<file path="src/rtl/lpam_pkg.sv">
// ----------------------------------------------------------------------------
// lpam_pkg
// Shared types and constants for the largest-prime-at-most core.
// ----------------------------------------------------------------------------
package lpam_pkg;

    localparam logic [63:0] CACHE_BASE    = 64'((1 << 24) / 64);
    localparam int          CACHE_SHIFT   = $clog2((1 << 17) / 64);
    localparam logic [63:0] DATASET_BASE  = 64'((1 << 30) / 128);
    localparam int          DATASET_SHIFT = $clog2((1 << 23) / 128);

    typedef enum logic [1:0] {
        REQ_DIRECT  = 2'd0,
        REQ_CACHE   = 2'd1,
        REQ_DATASET = 2'd2
    } t_req_type;

    typedef enum logic [2:0] {
        S_IDLE,
        S_SETUP,
        S_CHECK,
        S_MOD,
        S_DONE
    } t_state;

    typedef struct packed {
        logic start;
    } t_mod_ctl;

    typedef struct packed {
        logic done;
        logic zero;
    } t_mod_sts;

endpackage

</file>
<file path="src/rtl/lpam_mod.sv">
// ----------------------------------------------------------------------------
// lpam_mod
// Bit-serial remainder unit: one dividend bit per cycle, flags a zero
// remainder when the last bit has been shifted in.
// ----------------------------------------------------------------------------
module lpam_mod
    import lpam_pkg::*;
#(
    parameter int VALUE_WIDTH = 32,
    parameter int DIV_WIDTH   = 17
) (
    input  logic                   i_clk,
    input  logic                   i_rst_n,
    input  t_mod_ctl               i_ctl,
    input  logic [VALUE_WIDTH-1:0] i_dividend,
    input  logic [DIV_WIDTH-1:0]   i_divisor,
    output t_mod_sts               o_sts
);

    localparam int CW = $clog2(VALUE_WIDTH + 1);

    logic                   r_run,   n_run;
    logic                   r_done,  n_done;
    logic [CW-1:0]          r_cnt,   n_cnt;
    logic [DIV_WIDTH-1:0]   r_rem,   n_rem;
    logic [VALUE_WIDTH-1:0] r_shift, n_shift;
    logic [DIV_WIDTH:0]     w_rem_sh;

    assign w_rem_sh = {r_rem, r_shift[VALUE_WIDTH-1]};

    always_comb begin
        n_run   = r_run;
        n_done  = 1'b0;
        n_cnt   = r_cnt;
        n_rem   = r_rem;
        n_shift = r_shift;
        if (i_ctl.start) begin
            n_run   = 1'b1;
            n_cnt   = CW'(VALUE_WIDTH);
            n_rem   = '0;
            n_shift = i_dividend;
        end else if (r_run) begin
            if (w_rem_sh >= {1'b0, i_divisor}) begin
                n_rem = DIV_WIDTH'(w_rem_sh - {1'b0, i_divisor});
            end else begin
                n_rem = DIV_WIDTH'(w_rem_sh);
            end
            n_shift = r_shift << 1;
            n_cnt   = r_cnt - CW'(1);
            if (r_cnt == CW'(1)) begin
                n_run  = 1'b0;
                n_done = 1'b1;
            end
        end
    end

    always_ff @(posedge i_clk) begin
        if (!i_rst_n) begin
            r_run  <= 1'b0;
            r_done <= 1'b0;
            r_cnt  <= '0;
        end else begin
            r_run  <= n_run;
            r_done <= n_done;
            r_cnt  <= n_cnt;
        end
    end

    always_ff @(posedge i_clk) begin
        r_rem   <= n_rem;
        r_shift <= n_shift;
    end

    assign o_sts.done = r_done;
    assign o_sts.zero = (r_rem == '0);

endmodule

</file>
<file path="src/rtl/largest_prime_at_most_core.sv">
// ----------------------------------------------------------------------------
// largest_prime_at_most_core
// Largest prime not above a bound, by trial division with odd divisors.
// ----------------------------------------------------------------------------
// Bounds of 2 or less skip trial division; otherwise each divisor tried, over
//   all candidates, runs the serial remainder unit once.
// The serial remainder unit takes one dividend bit per cycle.
// Throughput: one request at a time; busy stays high through o_done.
// Results cannot be stalled.
// Reset: synchronous, active low; returns to idle with no result pending.
// ----------------------------------------------------------------------------
module largest_prime_at_most_core
    import lpam_pkg::*;
#(
    parameter int VALUE_WIDTH = 32
) (
    input  logic        i_clk,
    input  logic        i_rst_n,
    input  logic        start,
    output logic        busy,
    input  logic [1:0]  i_req_type,
    input  logic [31:0] i_request_value,
    output logic        o_done,
    output logic [31:0] o_prime_result
);

    localparam int W   = VALUE_WIDTH;
    localparam int DW  = (W + 1) / 2 + 1;
    localparam int DQW = 2 * DW;

    t_state          r_state,  n_state;
    logic            r_bad,    n_bad;
    logic [W-1:0]    r_cand,   n_cand;
    logic [W-1:0]    r_result, n_result;
    logic [DW-1:0]   r_div,    n_div;
    logic [DQW-1:0]  r_dsq,    n_dsq;
    logic [W-1:0]    w_bound;
    logic            w_bad;
    t_mod_ctl        w_ctl;
    t_mod_sts        w_sts;

    always_comb begin
        w_bad   = 1'b0;
        w_bound = W'(i_request_value);
        case (i_req_type)
            REQ_DIRECT:  w_bound = W'(i_request_value);
            REQ_CACHE:   w_bound = W'(CACHE_BASE + (64'(i_request_value) << CACHE_SHIFT));
            REQ_DATASET: w_bound = W'(DATASET_BASE + (64'(i_request_value) << DATASET_SHIFT));
            default:     w_bad   = 1'b1;
        endcase
    end

    always_comb begin
        n_state     = r_state;
        n_bad       = r_bad;
        n_cand      = r_cand;
        n_result    = r_result;
        n_div       = r_div;
        n_dsq       = r_dsq;
        w_ctl.start = 1'b0;
        case (r_state)
            S_IDLE: begin
                if (start) begin
                    n_bad   = w_bad;
                    n_cand  = w_bound;
                    n_state = S_SETUP;
                end
            end
            S_SETUP: begin
                if (r_bad || r_cand < W'(2)) begin
                    n_result = '0;
                    n_state  = S_DONE;
                end else if (r_cand == W'(2)) begin
                    n_result = W'(2);
                    n_state  = S_DONE;
                end else begin
                    n_cand  = r_cand[0] ? r_cand : r_cand - W'(1);
                    n_div   = DW'(3);
                    n_dsq   = DQW'(9);
                    n_state = S_CHECK;
                end
            end
            S_CHECK: begin
                if (r_dsq > DQW'(r_cand)) begin
                    n_result = r_cand;
                    n_state  = S_DONE;
                end else begin
                    w_ctl.start = 1'b1;
                    n_state     = S_MOD;
                end
            end
            S_MOD: begin
                if (w_sts.done) begin
                    if (w_sts.zero) begin
                        n_cand = r_cand - W'(2);
                        n_div  = DW'(3);
                        n_dsq  = DQW'(9);
                    end else begin
                        n_div = r_div + DW'(2);
                        n_dsq = r_dsq + (DQW'(r_div) << 2) + DQW'(4);
                    end
                    n_state = S_CHECK;
                end
            end
            S_DONE: begin
                n_state = S_IDLE;
            end
            default: begin
                n_state = S_IDLE;
            end
        endcase
    end

    always_ff @(posedge i_clk) begin
        if (!i_rst_n) begin
            r_state <= S_IDLE;
        end else begin
            r_state <= n_state;
        end
    end

    always_ff @(posedge i_clk) begin
        r_bad    <= n_bad;
        r_cand   <= n_cand;
        r_result <= n_result;
        r_div    <= n_div;
        r_dsq    <= n_dsq;
    end

    lpam_mod #(
        .VALUE_WIDTH (W),
        .DIV_WIDTH   (DW)
    ) u_mod (
        .i_clk      (i_clk),
        .i_rst_n    (i_rst_n),
        .i_ctl      (w_ctl),
        .i_dividend (r_cand),
        .i_divisor  (r_div),
        .o_sts      (w_sts)
    );

    assign busy           = (r_state != S_IDLE);
    assign o_done         = (r_state == S_DONE);
    assign o_prime_result = 32'(r_result);

`ifndef SYNTHESIS
    a_accept_busy: assert property (@(posedge i_clk) disable iff (!i_rst_n)
        start && !busy |=> busy)
        else $error("request accepted but core not busy");

    a_done_idle: assert property (@(posedge i_clk) disable iff (!i_rst_n)
        o_done |=> !busy)
        else $error("core still busy after result");

    a_mod_done_state: assert property (@(posedge i_clk) disable iff (!i_rst_n)
        w_sts.done |-> r_state == S_MOD)
        else $error("remainder done outside of wait state");

    a_cand_odd: assert property (@(posedge i_clk) disable iff (!i_rst_n)
        (r_state == S_CHECK || r_state == S_MOD) |-> r_cand[0] && r_cand >= W'(3))
        else $error("candidate not odd or below three");
`endif

endmodule

</file>
<file path="config.mk">
export PLATFORM = sky130hd
export DESIGN_NAME = largest_prime_at_most_core
export DESIGN_NICKNAME = d
export VERILOG_FILES = /design/src/rtl/lpam_pkg.sv /design/src/rtl/lpam_mod.sv /design/src/rtl/largest_prime_at_most_core.sv
export SDC_FILE = /design/constraint.sdc
export NUM_CORES = 1
export LEC_CHECK = 0
export BUFFER_PORTS_ARGS = -buffer_cell sky130_fd_sc_hd__buf_2
export CAP_MARGIN = 15
export CELL_PAD_IN_SITES_DETAIL_PLACEMENT = 2
export CELL_PAD_IN_SITES_GLOBAL_PLACEMENT = 2
export CORE_MARGIN = 5
export CORE_UTILIZATION = 40
export DETAILED_ROUTE_END_ITERATION = 8
export PLACE_DENSITY = 0.91
export SLEW_MARGIN = 10
export SYNTH_ARGS = -nofsm -noshare
export SYNTH_HDL_FRONTEND = slang
export SYNTH_SLANG_ARGS = --single-unit
export TNS_END_PERCENT = 100
</file>
<file path="constraint.sdc">
create_clock -name i_clk -period 6 [get_ports i_clk]
set_input_delay 0.3 -clock i_clk [delete_from_list [all_inputs] [get_ports i_clk]]
set_output_delay 0.3 -clock i_clk [all_outputs]
set_load 0.03 [all_outputs]
</file>
==> results of run 1 <==
## worst max path at each step
stage | from | depth (start not counted) | slack, ns | endpoint
finish | r_cand[24]$_DFFE_PP_ | 10 | 1.45 | u_mod.r_shift[13]$_DFFE_PP_
global route | r_cand[24]$_DFFE_PP_ | 10 | 1.45 | u_mod.r_shift[13]$_DFFE_PP_
CTS | r_cand[24]$_DFFE_PP_ | 10 | 1.57 | u_mod.r_shift[27]$_DFFE_PP_
detailed placement | r_cand[28]$_DFFE_PP_ | 9 | 1.76 | u_mod.r_shift[27]$_DFFE_PP_
global placement | r_cand[16]$_DFFE_PP_ | 9 | 2.25 | u_mod.r_shift[15]$_DFFE_PP_
floorplan | r_cand[7]$_DFFE_PP_ | 8 | 1.45 | o_prime_result[0]$_SDFFCE_PP0P_
## metal layers
layer  GRT usage [%]  vias up
met1            31.1     4975
met2            52.3      438
li1                -     4287
met5               0        -
met3            4.54      150
met4            15.2        0
## metrics by stage
step	power, W	worst slack (ns)	instance area [µm²]
after floorplan	0.00244	1.45	11300
after global placement	0.00270	2.25	12100
after detailed placement	0.00281	1.76	12100
after CTS	0.00411	1.57	12700
after global routing	0.00428	1.45	12700
final	0.00411	1.45	12700
## flip-flops by register name, summed over array words and instances, names as in the netlist
name            flops
u_mod.r_shift      32
r_bad               1
u_mod.r_done        1
u_mod.r_run         1
r_cand             32
u_mod.r_cnt         6
r_dsq              32
o_prime_result     32
r_state             3
u_mod.r_rem        17
r_div              17
## synthesized netlist by cell type (14+ instances only)
| master | number |
|---|---|
| mux2_2 | 30 |
| o22ai_1 | 17 |
| dfxtp_1 | 28 |
| nand3_1 | 29 |
| edfxtp_1 | 146 |
| ha_1 | 90 |
| a21o_1 | 16 |
| o21ai_0 | 43 |
| xor2_1 | 17 |
| inv_1 | 66 |
| nor3_1 | 33 |
| nand2_1 | 59 |
| a21oi_1 | 61 |
| xnor2_1 | 66 |
| a22oi_1 | 14 |
| nor2_1 | 135 |
| clkbuf_1 | 29 |
| nor4_1 | 20 |
| a211oi_1 | 15 |
| nor2b_1 | 15 |
| or3_1 | 14 |
| nand4_1 | 25 |
## power by group
part | total, W | internal [W] | leakage, nW | switching, W
registers | 0.00159 | 0.00144 | 1.60 | 0.000146
clock network | 0.00126 | 0.000707 | 0.308 | 0.000558
logic | 0.00125 | 0.000466 | 2.89 | 0.000786
## layout by cell type, fill, tap and decap left out, types with 11 or more instances in the layout
cell type and n:
nor2_1 133, dfxtp_1 28, edfxtp_1 146, nand3_1 29
buf_2 70, nor4_1 20, xor2_1 17, clkbuf_16 17
a21oi_1 61, nand2_1 59, ha_1 89, mux2i_1 12
nor2b_1 15, o22ai_1 17, nand4_1 25, a22oi_1 14
or3_1 14, nor3_1 33, o21ai_0 40, a21o_1 16
buf_4 11, xnor2_1 66, mux2_2 30, a211oi_1 15
inv_1 66
## worst max-delay path, stage by stage, from the launching register on
cell and delay [ns]:
edfxtp_1 0.53, inv_1 0.15, ha_1 0.38, nand4_1 0.17
nor4_1 0.72, nand4_1 0.41, nand2_1 0.20, a21oi_1 0.14
nor2_4 0.56, buf_4 0.54, mux2_2 0.44
## final cells by class
cell class,instances,area [µm²]
inverter,68,255
multi-input combinational,839,5950
clock buffer,18,429
tap,378,473
fill,2917,15200
clock inverter,14,205
sequential,174,4940
timing repair buffer,82,460
## logic make-up after synthesis
kind of cell | synth area share, %
compound gates | 14.5
xor+xnor | 6.40
fa+ha+maj | 10.3
buf+inv | 4.57
flops | 43.6
mux | 4.23
simple gates | 16.4
==> results.md, run 1 <==
- The flow ran to the end, and the final reports show no timing, DRC or antenna violations.
- The overall die area is 31800 µm².
- The met1 layer wirelength in the final routing is 16900 µm.
- The Yosys step of the flow raised 0 warnings.
- Detailed routing inserted a total of 9850 vias.
- After layout, the minimum clock period comes to 4.55 ns.
- The share of the Yosys chip area taken by registers is 43.6%.
- The worst setup path is captured at a flop.
- For this design the ratio of total power to cell area is 323 nW/µm².
- For the worst-skew pair, the clock arrives at the later sink with an insertion delay of 0.47 ns.
- The total global-route track usage is 28.4%.
- The number of slew-limit violations in the final report is 0.
- The total of endpoints with negative setup slack in the final report is 0.
- The TritonCTS buffer count is 17.
- The clock drives 174 sinks.
- The via count of the first global-routing pass is 10978.
- The routed wire length is 45000 µm.
- Synthesis produced 1127 cells.
- Summed over all nets, wire length on met3 after detailed routing comes to 2330 µm.
- The CTS tree is built.
- The path category of the worst min-delay check is primary input to flop.
- Yosys mapped a number of flops with a built-in enable equal to 146.
- The startpoint identified for the worst register-to-register timing path is r_cand[24]$_DFFE_PP_.
- The routed length on met2 is 23300 µm.
- The first global-routing pass estimated 68000 µm of wire.
- The share of flip-flops with an asynchronous set or reset after synthesis is 0%.
- Dividing the synthesized area by the synthesized cell count gives 10.1 µm².
- The detailed router used layers up to and including met4.
- The top-level I/O count is 71.
- Hold repair after CTS inserted 0 buffers.
- Hold timing on the final database bottoms out at a slack of 0.157 ns.
- In the post-synthesis netlist, the biggest area contributors are edfxtp_1 39%, ha_1 9.9%, xnor2_1 5.1%.
- The clock arrives with 0.0235 ns of skew.
- The number of antenna violations at the first check in global routing is 0.
- The first routing iteration left 725 violations.
- For this run, the top clock speed supported by timing is 220 MHz.
- The placed wire-length estimate is 30900 µm.
- Counting cells, the worst reg-to-reg path comes to 10.
- The most used flip-flop cell after synthesis is edfxtp_1.
- The mapped netlist covers 11300 µm².
- The number of H-tree levels is 4.
- The leakage power is 4.80 nW.
- The clock tree root driver cell is clkbuf_16.
- The count of state elements after synthesis is 174.
- The worst slew margin relative to its limit is 30.3%.
- The post-synth net total is 1256.
- Across the VDD grid, the largest voltage drop is 224 µV.
- The ratio of cells with drive above 1 in the final layout is 14.8%.
- Relative to the synthesized area, the layout overhead comes to 12.1%.
- For hold timing, the worst endpoint is u_mod.r_cnt[5]$_SDFFE_PN0P_.
- In the final routed layout, each cell accounts on average for 28.6 µm.
- The core area is 27900 µm².
- After clock tree synthesis, the clock-pin slew on the worst setup and hold paths is 0.08 ns.
- Entering global routing, the biggest net connects 50 pins.
- In the routed design, unresolved DRC markers number 0.
- The cell type with the largest total area after synthesis is edfxtp_1.
- Dividing the detail-routed via count by the number of cells gives 6.26.
- The global placer's final weighted congestion is 0.844.
- The netlist uses 82 different library cells.
- Data on the critical path arrives at its endpoint at 4.77 ns.
- The post-route core utilization is 45.5%.
- The number of inserted diodes is 0.
- The total of max-cap violations is 0.
- Once detail routing completed, the nets flagged for antenna violations numbered 0.
- The startpoint of the tightest hold check path is i_rst_n.
- The count of instances resized after the clock tree is built is 0.
- The number of buffers inserted by port buffering is 70.
- The slew at the pin closest to its max-slew limit is 1.04 ns.
- The width of the die is 178 µm.
- The placed cell count is 1540.
- Setup repair after global routing left no endpoint under its margin.
- For this configuration, the core starts out at a cell density of 40.6%.
- Of all nets on the critical path, the largest fanout is 33.
- The height of the chip is 178 µm.
- The detailed-router iteration count before antenna repair is 5.
- At the end of the flow, the number of nets in the layout was 1311.
- The count of placed standard cells in the final layout, fillers left out is 1573.
- The synthesized design devotes to its leading area cell type 38.6% of total area.
- The type of element launching the critical path is a flop.
- After floorplanning, the core was divided into 61 placement rows.
- The overflow left after global routing is 0.
- Setup slack on the worst reg-to-reg path comes out at 1.45 ns.
- The sum of negative setup slack is 0 ns.
- The number of stages on the worst hold path is 2.
- The final clock period utilization by the worst path is 75.8%.
- The longest clock path from root to sink contains 2 buffers.
- The worst register-to-register path ends at u_mod.r_shift[13]$_DFFE_PP_.
- The number of setup buffers added after CTS is 0.
- The hold violation count in the final report is 0.
- The critical path in this run is classified as flop to flop.
- At the worst endpoint, the required time is 6.22 ns.
Power figures use the tool's default switching activity.
==> run 2: changes to the inputs <==
==> constraint.sdc (replaced) <==
create_clock -name i_clk -period 4.45 [get_ports i_clk]
set_input_delay 0.2225 -clock i_clk [delete_from_list [all_inputs] [get_ports i_clk]]
set_output_delay 0.2225 -clock i_clk [all_outputs]
set_load 0.03 [all_outputs]
==> run 2 against run 1 <==
Net effect:
- clock-buffer cell count is the same
- sequential cell count unchanged
- maximum frequency up 14%
- core utilization is essentially flat
- first-iteration DRC count up 19%
- final cell count up 0.45%
- non-clock buffer count grew 6
- critical path type unchanged
- largest cell class unchanged
==> results.md, run 2 (same netlist as run 1, synthesis figures left out) <==
- The flow ran to the end, and the final reports show no timing, DRC or antenna violations.
- The cell sitting at the root of the clock tree is a clkbuf_16.
- The number of buffers added to fix hold violations after cts is 0.
- After clock tree synthesis, the setup repair step added 0 buffers.
- The top-level I/O count is 71.
- The power density over cell area is 432 nW/µm².
- For the worst-skew pair, the clock arrives at the later sink with an insertion delay of 0.47 ns.
- The width of the die is 178 µm.
- The final critical path takes up 89.4% of the cycle.
- The worst slew margin relative to its limit is 31.7%.
- The critical path capture point type is a flop.
- The total of endpoints with negative setup slack in the final report is 0.
- The hold violation count in the final report came to 0.
- The path category of the worst min-delay check is primary input to flop.
- The maximum frequency from static timing analysis is 251 MHz.
- The time the final worst path needs with I/O delays and setup is 3.98 ns.
- The detail-routed via count per cell is 6.33.
- The total of max-cap violations is 0.
- The via count of the first global-routing pass is 11061.
- Measured along the y axis, the die boundary spans 178 µm.
- The library cells used most frequently in the layout, excluding fill and tap cells, are 146 x edfxtp_1, 133 x nor2_1, 90 x ha_1.
- The average wire per standard cell is 28.8 µm.
- The largest single stage delay on the critical path is 0.62 ns.
- The signed area change from the synthesized netlist to the final layout is 12.0%.
- The detailed router finished its first iteration with 862 violations.
- For this design, the slowest cell found on the critical path is o21ai_4.
- At the end of routability-driven placement, the weighted congestion stood at 0.847.
- The number of slew-limit violations in the final report is 0.
- Walking the worst path, the cells encountered are clkinv_1 > ha_1 > and4_1 > o211ai_1 > a311o_1 > a21boi_0 > o21ai_0 > o21ai_4 > buf_4.
- The number of H-tree levels is 4.
- The detailed-router iteration count before antenna repair is 6.
- The maximum buffer depth of the clock tree is 2.
- Setup total negative slack on the finished layout was measured at 0 ns.
- The die covers 31800 µm².
- At the end of the flow the core is filled with cells to 45.5%.
- Along the worst path, the maximum fanout reaches 18.
- In this run, CTS created clock tree buffers numbering 17.
- The final clock skew is 0.0218 ns.
- In this run the core area contains 61 standard-cell rows.
- The initial cell density of the core is 40.6%.
- The clock sink count is 174.
- The residual antenna-violating net count after detailed routing is 0.
- In the final design database the tool counted 1317 nets.
- The data arrival at the endpoint of the critical path is 4.12 ns.
- The wire-length estimate of the detail-placed layout is 31800 µm.
- For this run, the total global-route usage over all layers was measured as 28.6%.
- The slew at the pin closest to its max-slew limit is 1.02 ns.
- Of the cells placed in the final design, the portion with a size suffix greater than 1 is 15.2%.
- TritonCTS built the clock tree.
- The first global-routing pass estimated 68400 µm of wire.
- The count of instances resized after the clock tree is built is 0.
- At the worst endpoint, the required time is 4.59 ns.
- The critical path class is flop to flop.
- The library cell used most frequently in the layout, excluding fill and tap cells, is edfxtp_1.
- In the routed design, unresolved DRC markers number 0.
- Summed over all layers, the global routing overflow is 0.
- The largest net degree at the start of global routing is 43.
- The register clock-pin slew on the reported worst setup and hold paths is 0.09 ns.
- STA classifies the critical path startpoint as a flop.
- The final layout contains routed wiring with a total length of 45600 µm.
- The leakage power is 4.81 nW.
- The number of buffers inserted by port buffering is 70.
- Setup repair after global routing left no endpoint under its margin.
- The number of antenna violations at the first check in global routing is 2.
- The total area inside the core boundary comes to 27900 µm².
- The vias after detailed routing is 10000.
- Across the VDD grid, the largest voltage drop is 236 µV.
==> run 2: cell types whose count changed in the layout (fill, tap and decap cells not counted), sizes merged <==
cell,change
buf,+6
bufinv,-3
clkinv,+1
diode,+1
inv,+2
==> run 2: final cells by class <==
cell class | instances | area (µm²)
Antenna cell | 1 | 2.50
Clock inverter | 14 | 173
Timing Repair Buffer | 88 | 485
Sequential cell | 174 | 4940
Clock buffer | 18 | 429
Multi-Input combinational cell | 839 | 5950
Fill cell | 2973 | 15200
Tap cell | 378 | 473
Inverter | 68 | 255
==> run 2: routing by layer <==
layer	wire (µm)	up-vias	GRT usage [%]
met5	0	-	0
met4	2830	0	16.3
li1	-	4295	-
met2	23400	455	52.2
met1	16900	5056	31.1
met3	2450	194	4.98
==> run 2: metrics by stage <==
| stage | hold WS [ns] | cell area (µm²) | worst slack, ns | total power [W] | cells |
|---|---|---|---|---|---|
| 6_report | 0.0673 | 12700 | 0.470 | 0.00549 | 1580 |
| 5_1_grt | 0.0608 | 12700 | 0.446 | 0.00571 | 1580 |
| 4_1_cts | 0.0529 | 12700 | 0.516 | 0.00549 | 1579 |
| 3_5_place_dp | 0.510 | 12100 | 0.605 | 0.00382 | 1547 |
| 3_3_place_gp | 0.477 | 12100 | 0.916 | 0.00365 | 1547 |
| 2_1_floorplan | 0.340 | 11300 | 0.0382 | 0.00329 | 1127 |
==> run 2: path summary, 6_finish.rpt <==
check                                                 start                               end  slack, ns  cells after the start
worst min register to register  u_mod.r_cnt[1]$_SDFFE_PP0P_       u_mod.r_cnt[1]$_SDFFE_PP0P_       0.54                      2
worst min-delay path                                i_rst_n       u_mod.r_cnt[5]$_SDFFE_PN0P_       0.07                      2
worst max register to register          r_cand[7]$_DFFE_PP_  o_prime_result[11]$_SDFFCE_PP0P_       0.47                      9
worst max-delay path                    r_cand[7]$_DFFE_PP_  o_prime_result[11]$_SDFFCE_PP0P_       0.47                      9
==> run 2: worst max-delay path, delay by kind of cell (launching register included) <==
kind	cells	cell delay, ns
simple gates	1	0.34
compound gates	5	1.82
fa+ha+maj	1	0.45
buf+inv	2	0.67
flops	1	0.36
==> run 2: where the power goes <==
part           switching, W  internal (W)  total [W]
clock              0.000815      0.000809    0.00162
combinational       0.00109      0.000632    0.00172
sequential         0.000201       0.00194    0.00214
